### config.mk
export PLATFORM = sky130hd
export DESIGN_NAME = log_grid_linear_resampler_unit
export DESIGN_NICKNAME = d
export VERILOG_FILES = /design/src/rtl/lgr_pkg.sv /design/src/rtl/log_grid_linear_resampler_unit.sv /design/src/rtl/lgr_ctrl.sv /design/src/rtl/lgr_datapath.sv
export SDC_FILE = /design/constraint.sdc
export NUM_CORES = 2
export LEC_CHECK = 0
export BUFFER_PORTS_ARGS = -buffer_cell sky130_fd_sc_hd__buf_2
export CAP_MARGIN = 10
export CORE_MARGIN = 1
export CORE_UTILIZATION = 35
export CTS_BUF_LIST = sky130_fd_sc_hd__clkbuf_4 sky130_fd_sc_hd__clkbuf_8
export DETAILED_ROUTE_END_ITERATION = 10
export PLACE_DENSITY = 0.51
export SLEW_MARGIN = 20
export SYNTH_ARGS = -nofsm -noshare
export SYNTH_HDL_FRONTEND = slang
export SYNTH_SLANG_ARGS = --single-unit
### constraint.sdc
create_clock -name i_clk -period 28.5 [get_ports i_clk]
set_input_delay 8.55 -clock i_clk [delete_from_list [all_inputs] [get_ports i_clk]]
set_output_delay 8.55 -clock i_clk [all_outputs]
set_load 0.02 [all_outputs]
### src/rtl/lgr_pkg.sv
// ----------------------------------------------------------------------------
// lgr_pkg
// shared types and constants of the log grid linear resampler
// ----------------------------------------------------------------------------
package lgr_pkg;

    localparam int MAX_RUN    = 64;
    localparam int RUN_W      = $clog2(MAX_RUN + 1);
    localparam int DIV_STEPS  = 32;
    localparam int DIV_W      = $clog2(DIV_STEPS);
    localparam int RATIO_FRAC = 30;

    localparam logic [31:0] GRID_START_RST = 32'h0001_0000;
    localparam logic [31:0] GRID_END_RST   = 32'hFFFF_FFFF;
    localparam logic [31:0] GRID_RATIO_RST = 32'd1181116006;

    localparam logic [1:0] MODE_SAMPLE = 2'd0;
    localparam logic [1:0] MODE_END    = 2'd1;
    localparam logic [1:0] MODE_CONT   = 2'd2;

    localparam logic [1:0] CFG_START = 2'd0;
    localparam logic [1:0] CFG_END   = 2'd1;
    localparam logic [1:0] CFG_RATIO = 2'd2;

    typedef enum logic [2:0] {
        PH_AWAIT,
        PH_LEADIN,
        PH_READY,
        PH_SEGMENT,
        PH_FLUSH,
        PH_FIN
    } t_phase;

    typedef enum logic [3:0] {
        S_IDLE,
        S_START,
        S_PROD,
        S_NUM,
        S_DIV,
        S_VALUE,
        S_ADV,
        S_DECIDE,
        S_EMIT
    } t_state;

    typedef struct packed {
        logic   ld_lower;
        logic   ld_upper;
        logic   set_phase;
        t_phase phase_val;
        logic   mark_fin;
        logic   finalize;
        logic   prod;
        logic   num;
        logic   div_step;
        logic   value;
        logic   adv;
        logic   out_load;
        logic   out_last;
        logic   out_more;
        logic   out_fin;
    } t_cmd;

    typedef struct packed {
        t_phase phase;
        logic   due;
        logic   past_end;
    } t_status;

endpackage

### src/rtl/log_grid_linear_resampler_unit.sv
// ----------------------------------------------------------------------------
// log_grid_linear_resampler_unit
// resamples x-y samples onto a geometric grid with linear interpolation
// ----------------------------------------------------------------------------
//
//  channel   handshake                  payload
//  -------   -------------------------  ------------------------------------
//  input     i_valid / o_ready          i_mode, i_sample_x, i_sample_y
//  result    o_valid / i_ready          o_grid_x, o_value, o_last, o_more,
//                                       o_finished
//  config    i_cfg_valid / o_cfg_ready  i_cfg_index, i_cfg_data
//
//  a request is decoded and started, then produces grid points (up to 64);
//  the result side can stall the delivery of each point
//  each point costs two multiplies, a 32-step restoring divide and one grid step
//  reset is synchronous and active low; config registers return to defaults
//  one request is worked on at a time; a new request is taken only when the
//  last result of the previous one has been delivered
//
module log_grid_linear_resampler_unit (
    input  logic               i_clk,
    input  logic               i_rst_n,
    // input requests
    input  logic               i_valid,
    output logic               o_ready,
    input  logic [1:0]         i_mode,
    input  logic [31:0]        i_sample_x,
    input  logic signed [31:0] i_sample_y,
    // results
    output logic               o_valid,
    input  logic               i_ready,
    output logic [31:0]        o_grid_x,
    output logic signed [31:0] o_value,
    output logic               o_last,
    output logic               o_more,
    output logic               o_finished,
    // config writes
    input  logic               i_cfg_valid,
    output logic               o_cfg_ready,
    input  logic [1:0]         i_cfg_index,
    input  logic [31:0]        i_cfg_data
);

    lgr_pkg::t_cmd    w_cmd;
    lgr_pkg::t_status w_status;

    // config is always writable
    assign o_cfg_ready = 1'b1;

    lgr_ctrl u_ctrl (
        .i_clk       (i_clk),
        .i_rst_n     (i_rst_n),
        .i_in_valid  (i_valid),
        .i_mode      (i_mode),
        .i_out_ready (i_ready),
        .i_status    (w_status),
        .o_in_ready  (o_ready),
        .o_out_valid (o_valid),
        .o_cmd       (w_cmd)
    );

    lgr_datapath u_datapath (
        .i_clk       (i_clk),
        .i_rst_n     (i_rst_n),
        .i_cmd       (w_cmd),
        .i_sample_x  (i_sample_x),
        .i_sample_y  (i_sample_y),
        .i_cfg_we    (i_cfg_valid),
        .i_cfg_index (i_cfg_index),
        .i_cfg_data  (i_cfg_data),
        .o_status    (w_status),
        .o_grid_x    (o_grid_x),
        .o_value     (o_value),
        .o_last      (o_last),
        .o_more      (o_more),
        .o_finished  (o_finished)
    );

endmodule

### src/rtl/lgr_ctrl.sv
// ----------------------------------------------------------------------------
// lgr_ctrl
// sequencer: decodes requests, steps the datapath through each grid point
// ----------------------------------------------------------------------------
module lgr_ctrl (
    input  logic             i_clk,
    input  logic             i_rst_n,
    input  logic             i_in_valid,
    input  logic [1:0]       i_mode,
    input  logic             i_out_ready,
    input  lgr_pkg::t_status i_status,
    output logic             o_in_ready,
    output logic             o_out_valid,
    output lgr_pkg::t_cmd    o_cmd
);

    lgr_pkg::t_state                 r_state, n_state;
    logic [lgr_pkg::RUN_W-1:0]       r_run, n_run;
    logic [lgr_pkg::DIV_W-1:0]       r_div, n_div;
    logic                            r_cont, n_cont;

    logic w_go, w_cont, w_pending, w_fin;

    assign w_fin = (i_status.phase == lgr_pkg::PH_FIN);

    always_comb begin
        w_go = 1'b0;
        if (!w_fin) begin
            case (i_mode)
                lgr_pkg::MODE_SAMPLE,
                lgr_pkg::MODE_END: w_go = (i_status.phase == lgr_pkg::PH_AWAIT) ||
                                          (i_status.phase == lgr_pkg::PH_READY);
                lgr_pkg::MODE_CONT: w_go = (i_status.phase == lgr_pkg::PH_LEADIN) ||
                                           (i_status.phase == lgr_pkg::PH_SEGMENT) ||
                                           (i_status.phase == lgr_pkg::PH_FLUSH);
                default: w_go = 1'b0;
            endcase
        end
    end

    assign w_pending = !w_fin && i_status.due;
    assign w_cont    = w_pending && (r_run < lgr_pkg::RUN_W'(lgr_pkg::MAX_RUN));

    // next state
    always_comb begin
        n_state = r_state;
        n_run   = r_run;
        n_div   = r_div;
        n_cont  = r_cont;
        case (r_state)
            lgr_pkg::S_IDLE: begin
                n_run = '0;
                if (i_in_valid && w_go) n_state = lgr_pkg::S_START;
            end
            lgr_pkg::S_START: begin
                if (i_status.past_end || !i_status.due) n_state = lgr_pkg::S_IDLE;
                else n_state = lgr_pkg::S_PROD;
            end
            lgr_pkg::S_PROD: n_state = lgr_pkg::S_NUM;
            lgr_pkg::S_NUM: begin
                n_div   = '0;
                n_state = lgr_pkg::S_DIV;
            end
            lgr_pkg::S_DIV: begin
                n_div = r_div + 1'b1;
                if (r_div == lgr_pkg::DIV_W'(lgr_pkg::DIV_STEPS - 1))
                    n_state = lgr_pkg::S_VALUE;
            end
            lgr_pkg::S_VALUE: n_state = lgr_pkg::S_ADV;
            lgr_pkg::S_ADV: begin
                n_run   = r_run + 1'b1;
                n_state = lgr_pkg::S_DECIDE;
            end
            lgr_pkg::S_DECIDE: begin
                n_cont  = w_cont;
                n_state = lgr_pkg::S_EMIT;
            end
            lgr_pkg::S_EMIT: begin
                if (i_out_ready) n_state = r_cont ? lgr_pkg::S_PROD : lgr_pkg::S_IDLE;
            end
            default: n_state = lgr_pkg::S_IDLE;
        endcase
    end

    // outputs
    always_comb begin
        o_cmd       = '0;
        o_in_ready  = (r_state == lgr_pkg::S_IDLE);
        o_out_valid = (r_state == lgr_pkg::S_EMIT);
        case (r_state)
            lgr_pkg::S_IDLE: begin
                if (i_in_valid && w_go) begin
                    case (i_mode)
                        lgr_pkg::MODE_SAMPLE: begin
                            o_cmd.set_phase = 1'b1;
                            if (i_status.phase == lgr_pkg::PH_AWAIT) begin
                                o_cmd.ld_lower  = 1'b1;
                                o_cmd.phase_val = lgr_pkg::PH_LEADIN;
                            end else begin
                                o_cmd.ld_upper  = 1'b1;
                                o_cmd.phase_val = lgr_pkg::PH_SEGMENT;
                            end
                        end
                        lgr_pkg::MODE_END: begin
                            o_cmd.set_phase = 1'b1;
                            o_cmd.phase_val = lgr_pkg::PH_FLUSH;
                        end
                        default: o_cmd.set_phase = 1'b0;
                    endcase
                end
            end
            lgr_pkg::S_START: begin
                if (i_status.past_end) o_cmd.mark_fin = 1'b1;
                else if (!i_status.due) o_cmd.finalize = 1'b1;
            end
            lgr_pkg::S_PROD:  o_cmd.prod     = 1'b1;
            lgr_pkg::S_NUM:   o_cmd.num      = 1'b1;
            lgr_pkg::S_DIV:   o_cmd.div_step = 1'b1;
            lgr_pkg::S_VALUE: o_cmd.value    = 1'b1;
            lgr_pkg::S_ADV:   o_cmd.adv      = 1'b1;
            lgr_pkg::S_DECIDE: begin
                o_cmd.out_load = 1'b1;
                o_cmd.out_last = !w_cont;
                o_cmd.out_more = !w_cont && w_pending;
                o_cmd.out_fin  = !w_cont && w_fin;
                o_cmd.finalize = !w_pending && !w_fin;
            end
            default: o_cmd = '0;
        endcase
    end

    always_ff @(posedge i_clk) begin
        if (!i_rst_n) begin
            r_state <= lgr_pkg::S_IDLE;
            r_run   <= '0;
            r_div   <= '0;
            r_cont  <= 1'b0;
        end else begin
            r_state <= n_state;
            r_run   <= n_run;
            r_div   <= n_div;
            r_cont  <= n_cont;
        end
    end

endmodule

### src/rtl/lgr_datapath.sv
// ----------------------------------------------------------------------------
// lgr_datapath
// segment and grid state, shared multiplier, restoring divider, result register
// ----------------------------------------------------------------------------
module lgr_datapath (
    input  logic                i_clk,
    input  logic                i_rst_n,
    input  lgr_pkg::t_cmd       i_cmd,
    input  logic [31:0]         i_sample_x,
    input  logic signed [31:0]  i_sample_y,
    input  logic                i_cfg_we,
    input  logic [1:0]          i_cfg_index,
    input  logic [31:0]         i_cfg_data,
    output lgr_pkg::t_status    o_status,
    output logic [31:0]         o_grid_x,
    output logic signed [31:0]  o_value,
    output logic                o_last,
    output logic                o_more,
    output logic                o_finished
);

    logic [31:0]        r_grid_end, r_grid_ratio;
    logic [31:0]        r_lower_x, r_upper_x, r_next_grid;
    logic signed [31:0] r_lower_y, r_upper_y;
    lgr_pkg::t_phase    r_phase;

    logic [63:0]        r_prod;
    logic [31:0]        r_dx, r_gx, r_rem, r_q;
    logic               r_dyneg, r_direct, r_zero;

    logic [31:0]        r_out_gx;
    logic signed [31:0] r_out_val;
    logic               r_out_last, r_out_more, r_out_fin;

    logic [31:0]        w_dx, w_dxp_raw, w_dxp, w_ady, w_ma, w_mb;
    logic signed [32:0] w_dy;
    logic [63:0]        w_mul, w_num;
    logic [32:0]        w_trial;
    logic               w_ge;
    logic [33:0]        w_nx;
    logic               w_direct;

    // segment geometry for the current grid point
    assign w_dx      = r_upper_x - r_lower_x;
    assign w_dxp_raw = r_next_grid - r_lower_x;
    assign w_dxp     = (w_dxp_raw > w_dx) ? w_dx : w_dxp_raw;
    assign w_dy      = 33'(r_upper_y) - 33'(r_lower_y);
    assign w_ady     = w_dy[32] ? 32'(-w_dy) : w_dy[31:0];
    assign w_direct  = (r_upper_x <= r_lower_x) || (r_next_grid < r_lower_x);

    // one multiplier: |dy| * dxp, then grid * ratio
    assign w_ma  = i_cmd.prod ? w_ady : r_next_grid;
    assign w_mb  = i_cmd.prod ? w_dxp : r_grid_ratio;
    assign w_mul = 64'(w_ma) * 64'(w_mb);

    assign w_num   = r_prod + 64'(r_dx >> 1);
    assign w_trial = {r_rem, r_q[31]};
    assign w_ge    = w_trial >= {1'b0, r_dx};

    assign w_nx = 34'((r_prod + (64'd1 << (lgr_pkg::RATIO_FRAC - 1))) >> lgr_pkg::RATIO_FRAC);

    always_comb begin
        o_status.phase    = r_phase;
        o_status.past_end = r_next_grid > r_grid_end;
        case (r_phase)
            lgr_pkg::PH_LEADIN:  o_status.due = r_next_grid < r_lower_x;
            lgr_pkg::PH_SEGMENT: o_status.due = r_next_grid <= r_upper_x;
            lgr_pkg::PH_FLUSH:   o_status.due = 1'b1;
            default:             o_status.due = 1'b0;
        endcase
    end

    always_ff @(posedge i_clk) begin
        if (!i_rst_n) begin
            r_grid_end   <= lgr_pkg::GRID_END_RST;
            r_grid_ratio <= lgr_pkg::GRID_RATIO_RST;
            r_lower_x    <= '0;
            r_upper_x    <= '0;
            r_lower_y    <= '0;
            r_upper_y    <= '0;
            r_next_grid  <= lgr_pkg::GRID_START_RST;
            r_phase      <= lgr_pkg::PH_AWAIT;
        end else begin
            if (i_cfg_we) begin
                case (i_cfg_index)
                    lgr_pkg::CFG_START: begin
                        if (r_phase == lgr_pkg::PH_AWAIT) r_next_grid <= i_cfg_data;
                    end
                    lgr_pkg::CFG_END:   r_grid_end   <= i_cfg_data;
                    lgr_pkg::CFG_RATIO: r_grid_ratio <= i_cfg_data;
                    default:            r_grid_end   <= r_grid_end;
                endcase
            end
            if (i_cmd.ld_lower) begin
                r_lower_x <= i_sample_x;
                r_lower_y <= i_sample_y;
            end
            if (i_cmd.ld_upper) begin
                r_upper_x <= i_sample_x;
                r_upper_y <= i_sample_y;
            end
            if (i_cmd.set_phase) r_phase <= i_cmd.phase_val;
            if (i_cmd.mark_fin) r_phase <= lgr_pkg::PH_FIN;
            if (i_cmd.finalize) begin
                if (r_phase == lgr_pkg::PH_SEGMENT) begin
                    r_lower_x <= r_upper_x;
                    r_lower_y <= r_upper_y;
                end
                r_phase <= lgr_pkg::PH_READY;
            end
            // grid step, saturating on overflow
            if (i_cmd.adv) begin
                if (w_nx > 34'(r_grid_end)) begin
                    r_next_grid <= (w_nx[33:32] != 2'b00) ? 32'hFFFF_FFFF : w_nx[31:0];
                    r_phase     <= lgr_pkg::PH_FIN;
                end else begin
                    r_next_grid <= w_nx[31:0];
                end
            end
        end
    end

    // arithmetic pipeline registers
    always_ff @(posedge i_clk) begin
        if (i_cmd.prod || i_cmd.value) r_prod <= w_mul;
        if (i_cmd.prod) begin
            r_gx     <= r_next_grid;
            r_dx     <= w_dx;
            r_dyneg  <= w_dy[32];
            r_direct <= w_direct;
            r_zero   <= (r_phase != lgr_pkg::PH_SEGMENT);
        end
        if (i_cmd.num) begin
            r_rem <= w_num[63:32];
            r_q   <= w_num[31:0];
        end
        if (i_cmd.div_step) begin
            r_rem <= w_ge ? 32'(w_trial - {1'b0, r_dx}) : w_trial[31:0];
            r_q   <= {r_q[30:0], w_ge};
        end
        if (i_cmd.value) begin
            if (r_zero)        r_out_val <= '0;
            else if (r_direct) r_out_val <= r_lower_y;
            else if (r_dyneg)  r_out_val <= r_lower_y - $signed(r_q);
            else               r_out_val <= r_lower_y + $signed(r_q);
        end
        if (i_cmd.out_load) begin
            r_out_gx   <= r_gx;
            r_out_last <= i_cmd.out_last;
            r_out_more <= i_cmd.out_more;
            r_out_fin  <= i_cmd.out_fin;
        end
    end

    assign o_grid_x   = r_out_gx;
    assign o_value    = r_out_val;
    assign o_last     = r_out_last;
    assign o_more     = r_out_more;
    assign o_finished = r_out_fin;

endmodule

; ---- Yosys cells after proc, flatten, opt, wreduce, memory -nomap -nowiden
; Cells that the tools add are included.
[word_totals]
ff_bits = 506
in_bits = 105
output_inout_bits = 70
[classes]
add_sub_neg = 11
mul = 1
magnitude_cmp = 8
eq_ne = 22
muxes = 58
reduce_logical = 32
[ops]
columns = op, n
row1 = two-way mux 32 bit, 23
row2 = subtractor 32 bit, 4
row3 = adder 64 x 30 -> 64 bit (second input constant), 1
row4 = adder 64 x 31 -> 64 bit, 1
row5 = > comparator 32 bit, 2
row6 = <= comparator 32 bit, 2
row7 = multiplier 32 x 32 -> 64 bit, 1
row8 = case mux 4 bit (9 select lines), 1
row9 = > comparator 34 x 32 -> 1 bit, 1
row10 = >= comparator 33 x 32 -> 1 bit, 1
row11 = subtractor 32 x 32 -> 33 bit, 1
row12 = adder 32 bit, 1
row13 = < comparator 32 bit, 1
row14 = negator 32 bit, 1
row15 = equality test 4 x 3 -> 1 bit (second input constant), 4
row16 = two-way mux 4 bit, 4
row17 = two-way mux 3 bit, 5
row18 = case mux 7 bit (2 select lines), 1
row19 = nonzero test 2 bit, 7
row20 = two-way mux 1 bit, 13
row21 = two-way mux 6 bit, 2
row22 = case mux 5 bit (2 select lines), 1
row23 = equality test 4 x 2 -> 1 bit (second input constant), 2
row24 = two-way mux 2 bit, 4
row25 = other kinds (25), 48

; ---- Logic depth before layout (Yosys ltp)
[logic_depth]
ltp_word = 13
ltp_mapped = 59
depth_no_buf = 54

; ---- Hierarchy
; A second synthesis with hierarchy kept.
[unflattened]
hier_cells = 7714
hier_area_um2 = 68773.5
[by_module_without_submodules]
columns = module, instances, cells_each, area_each_um2, seq_area_each_um2
row1 = lgr_datapath, 1, 7577, 67662.4, 12411.9
row2 = lgr_ctrl, 1, 135, 1099.8, 340.3
row3 = log_grid_linear_resampler_unit, 1, 2, 11.3, 0.0

; ---- Least setup slack after synthesis
; No wires, ideal clock.
[synth_path]
path_type = reg-to-reg
startpoint = register u_datapath.r_upper_x[0]
endpoint = register u_datapath.r_prod[61], data pin
setup_ns = 0.276
arrival_time_ns = 12.301
required_ns = 28.224
setup_slack_ns = 15.923
stages_incl_launch_ff = 51
period_less_slack_ns = 12.577
cell_sequence = dfxtp_1 > inv_1 > ha_1 > inv_1 > fa_1 > a211oi_1 > o21bai_1 > a21oi_1 > o2111ai_1 > a21o_1 > a21oi_1 > o21ai_0 > a31oi_1 > o21ai_0 > xnor2_1 > ha_1 > nand4_1 > or2_2 > [15 not listed] > inv_1 > fa_1 > fa_1 > fa_1 > fa_1 > ha_1 > clkbuf_1 > nand2_1 > nor2_1 > and2_1 > nand2b_1 > o31a_1 > o31ai_1 > nand4_1 > a311oi_1 > a21oi_1 > o311ai_0 > xor2_1
[synth_between]
elab_chain_cells = 5
[synth_rtl]
columns = item, line_no
row1 = "start, declared", lgr_datapath.sv:23  ; logic [31:0] r_lower_x, r_upper_x, r_next_grid;
row2 = "start signal, assigned", lgr_datapath.sv:99  ; r_upper_x <= i_sample_x;
row3 = subtractor 32 bit *, lgr_datapath.sv:44  ; assign w_dx = r_upper_x - r_lower_x;
row4 = > comparator 32 bit, lgr_datapath.sv:46  ; assign w_dxp = (w_dxp_raw > w_dx) ? w_dx : w_dxp_raw;
row5 = two-way mux 32 bit *, lgr_datapath.sv:46
row6 = two-way mux 32 bit *, lgr_datapath.sv:53  ; assign w_mb = i_cmd.prod ? w_dxp : r_grid_ratio;
row7 = multiplier 32 x 32 -> 64 bit *, lgr_datapath.sv:54  ; assign w_mul = 64'(w_ma) * 64'(w_mb);
row8 = via u_datapath.w_mul[61], lgr_datapath.sv:37  ; logic [63:0] w_mul, w_num;
row9 = "end signal, assigned", lgr_datapath.sv:125  ; if (i_cmd.prod || i_cmd.value) r_prod <= w_mul;
row10 = "end, declared", lgr_datapath.sv:27  ; logic [63:0] r_prod;
; The timed path passes the listed nets; every way through them passes the cells marked *.
; A chain may end at the register's enable or synchronous reset.

; ---- Worst setup path in the final report
; Ends and elaborated chain as after synthesis.

==> impl_results.md <==
- Drt drc: 0
- Die ar.: 0.1934 sq mm
- DRT Pass-1 Iters: 6
- Sequential power share: a little under a quarter
- Final setup violation count: 0
- WP buf/inv: 6
- Post-Syn Nets: 9312
- Final hold viol count: 0
- Post-synth top flop: edfxtp_1
- Period utilization: a little under three fifths
- Routed Antenna Nets: 0
- Power Internal: 1933 uW
- Hold path depth: 0
- Synth Instances: 7720
- Initial drt markers: 5130
- Setup TNS: 0 ns
- Top cells by area, synth: fa_1 (27%), edfxtp_1 (12%), ha_1 (11%)
- Gr usage total: 26.78%
- Vias in the first global route: between 50000 and 60000
- Share of layout cells above drive strength 1: 7.904%
- Clk pin slew, worst setup/hold paths: about 0.070 ns
- Sw frac: 46.15%
- Yosys cell types: 96
- RSZ-0062 raised after global routing: no
- Most frequent cells in the layout: inv_1 (1133), nor2_1 (926), nand2_1 (921)
- CTS Sinks: around 510
- Initial antenna violation count: 16
- Share of the synthesized area in the top cell type: a little over a quarter
- Crit end category: flop
- WL per Instance: 25.07 um
- Post-synth EDFFs: 262
- CP max stage delay: 1.01 ns
- CP max stage cell: a21o_1
- Clock power frac: 24.5%
- Die height: ~440 um
- Area leader, netlist: fa_1
- Routed WL: 260.1 mm
- # resized after CTS: 0
- I/O pin count: 175
- Crit-path max FO: 15
- Commonest non-fill, non-tap cell in the layout: inv_1
- Vias/cell: 5.452
- H-tree depth: 3
- Power Dens Cells: 48.97 mW/mm^2
- Delay-heaviest family, CP: compound AO/OA/AOI/OAI gates
- Total Nets Final: 9367
- Seq/Total Area, Yosys: a little under a fifth
- Worst slew pin tran: 1.348 ns
- Largest Register: u_datapath.r_prod
- Clock latency on the worst-skew pair: just under 0.9 ns
- Comb power frac: 52.4%
- Top cell by count, worst path: fa_1
- Largest net degree at the start of global routing: 100
- Vias: 56550
- CTS Buf Count: 97
- Starting density of the core: 35.26%
- WP data arrival: 16.37 ns
- Psw: 1657 uW
- Die span in x: 439.7 um
- HPWL after detailed placement: 200.6 mm
- Relative slew slack: under 10%
- First-pass GRT wire length: 381.5 mm
- Worst setup path class: reg2reg
- Clk buf depth: 3
- Setup Fix Bufs, Post-CTS: 0
- Layout area overhead: 9.315%
- Max Cap Viol: 0
- Max FFs per register: 64
- # port buffers: 173
- Yosys warnings: 0
- Seq cells post-synth: ~510
- Status: finished, final reports clean
- Rows: 160
- Critical Path Stages: 45
- Slew Viols, Final: 0
- Syn Area/Cell: 8.687 sq um
- Min Tclk post-route: approximately 16 ns
- Mapped Area: about 0.067 sq mm
- Finished Core Util: about two fifths
- Hold Path Class: reg2reg
- Post-CTS Hold Buffers: 0
- R2r worst-path depth: 45
- Max Fclk: 63.34 MHz
- Final Power: 3590 uW
- Core area: 0.1902 sq mm
- CTS Root Cell: clkbuf_8
- Worst path required time: 29.08 ns
- Setup Skew: approximately 0.092 ns
- Gpl congestion: 0.9617
- CTS tree: done
- Gr ovfl total: 0
- Max VDD drop: 35.72 uV
- Startpoint type of the worst setup path: flop
- Leakage: 0.03436 uW
- FFs w/ async S/R, synth: 0%
-- logic make-up (layout without fill, tap and decap cells) --
family	after synthesis	count (layout)	synth area share, %
and+or+nand+nor	2452	2452	15.74
buffers and inverters	1507	1644	8.623
adders and majority gates	1487	1487	37.84
AOI/OAI and AO/OA	1388	1388	13.74
DFF	506	506	19.01
xor gates and xnor gates	341	341	4.453
muxes	38	38	0.5821
other	1	5	0.005592
-- synthesized netlist by cell type, drive strengths merged, types with 105 or more instances --
cell type	number
fa	902
a21o	215
dfxtp	244
nor2	929
edfxtp	262
o211ai	109
a21oi	459
o21ai	189
xor2	121
clkbuf	274
nand2	926
xnor2	220
ha	585
nand3	105
inv	1137
-- final timing paths --
check | start | to | slack [ns]
min reg2reg | u_datapath.r_gx[1] | u_datapath.o_grid_x[1] | 0.42
max | u_datapath.r_upper_x[0] | u_datapath.r_prod[61] | 12.71
min | u_datapath.r_gx[1] | u_datapath.o_grid_x[1] | 0.42
max reg2reg | u_datapath.r_upper_x[0] | u_datapath.r_prod[61] | 12.71
-- power groups by stage --
| stage | registers [uW] | clock network [uW] | logic [uW] |
|---|---|---|---|
| after floorplan | 835 | 0 | 1160 |
| after global placement | 843 | 0 | 1820 |
| after detailed placement | 843 | 0 | 1830 |
| after CTS | 828 | 896 | 1840 |
| after global routing | 828 | 922 | 2020 |
| final | 828 | 880 | 1880 |
-- routing by layer --
metal | global-route usage (%) | share of wire [%]
met4 | 10.41 | 4.4
met1 | 36.05 | 43
met5 | 0 | 0.018
met3 | 4.497 | 7.6
met2 | 42.77 | 45
-- stage by stage --
stage,setup slack [ns],instance area (sq um),hold slack (ns),cells
2_1_floorplan,15.92,67070,0.4003,7720
3_3_place_gp,13.25,70990,0.4033,10190
3_5_place_dp,12.99,70990,0.4045,10190
5_1_grt,12.08,73310,0.4101,10370
6_report,12.71,73310,0.4157,10370
4_1_cts,12.96,73290,0.4196,10370
-- cell type report --
| cell class | instances | area, sq um |
|---|---|---|
| Multi-Input combinational cell | 5707 | 48820 |
| Clock buffer | 130 | 1652 |
| Clock inverter | 51 | 643.1 |
| Fill cell | 19460 | 116900 |
| Antenna cell | 4 | 10.01 |
| Timing Repair Buffer | 326 | 2017 |
| Tap cell | 2511 | 3142 |
| Sequential cell | 506 | 12750 |
| Inverter | 1137 | 4278 |
No activity file was read; power rests on OpenSTA's default activity.
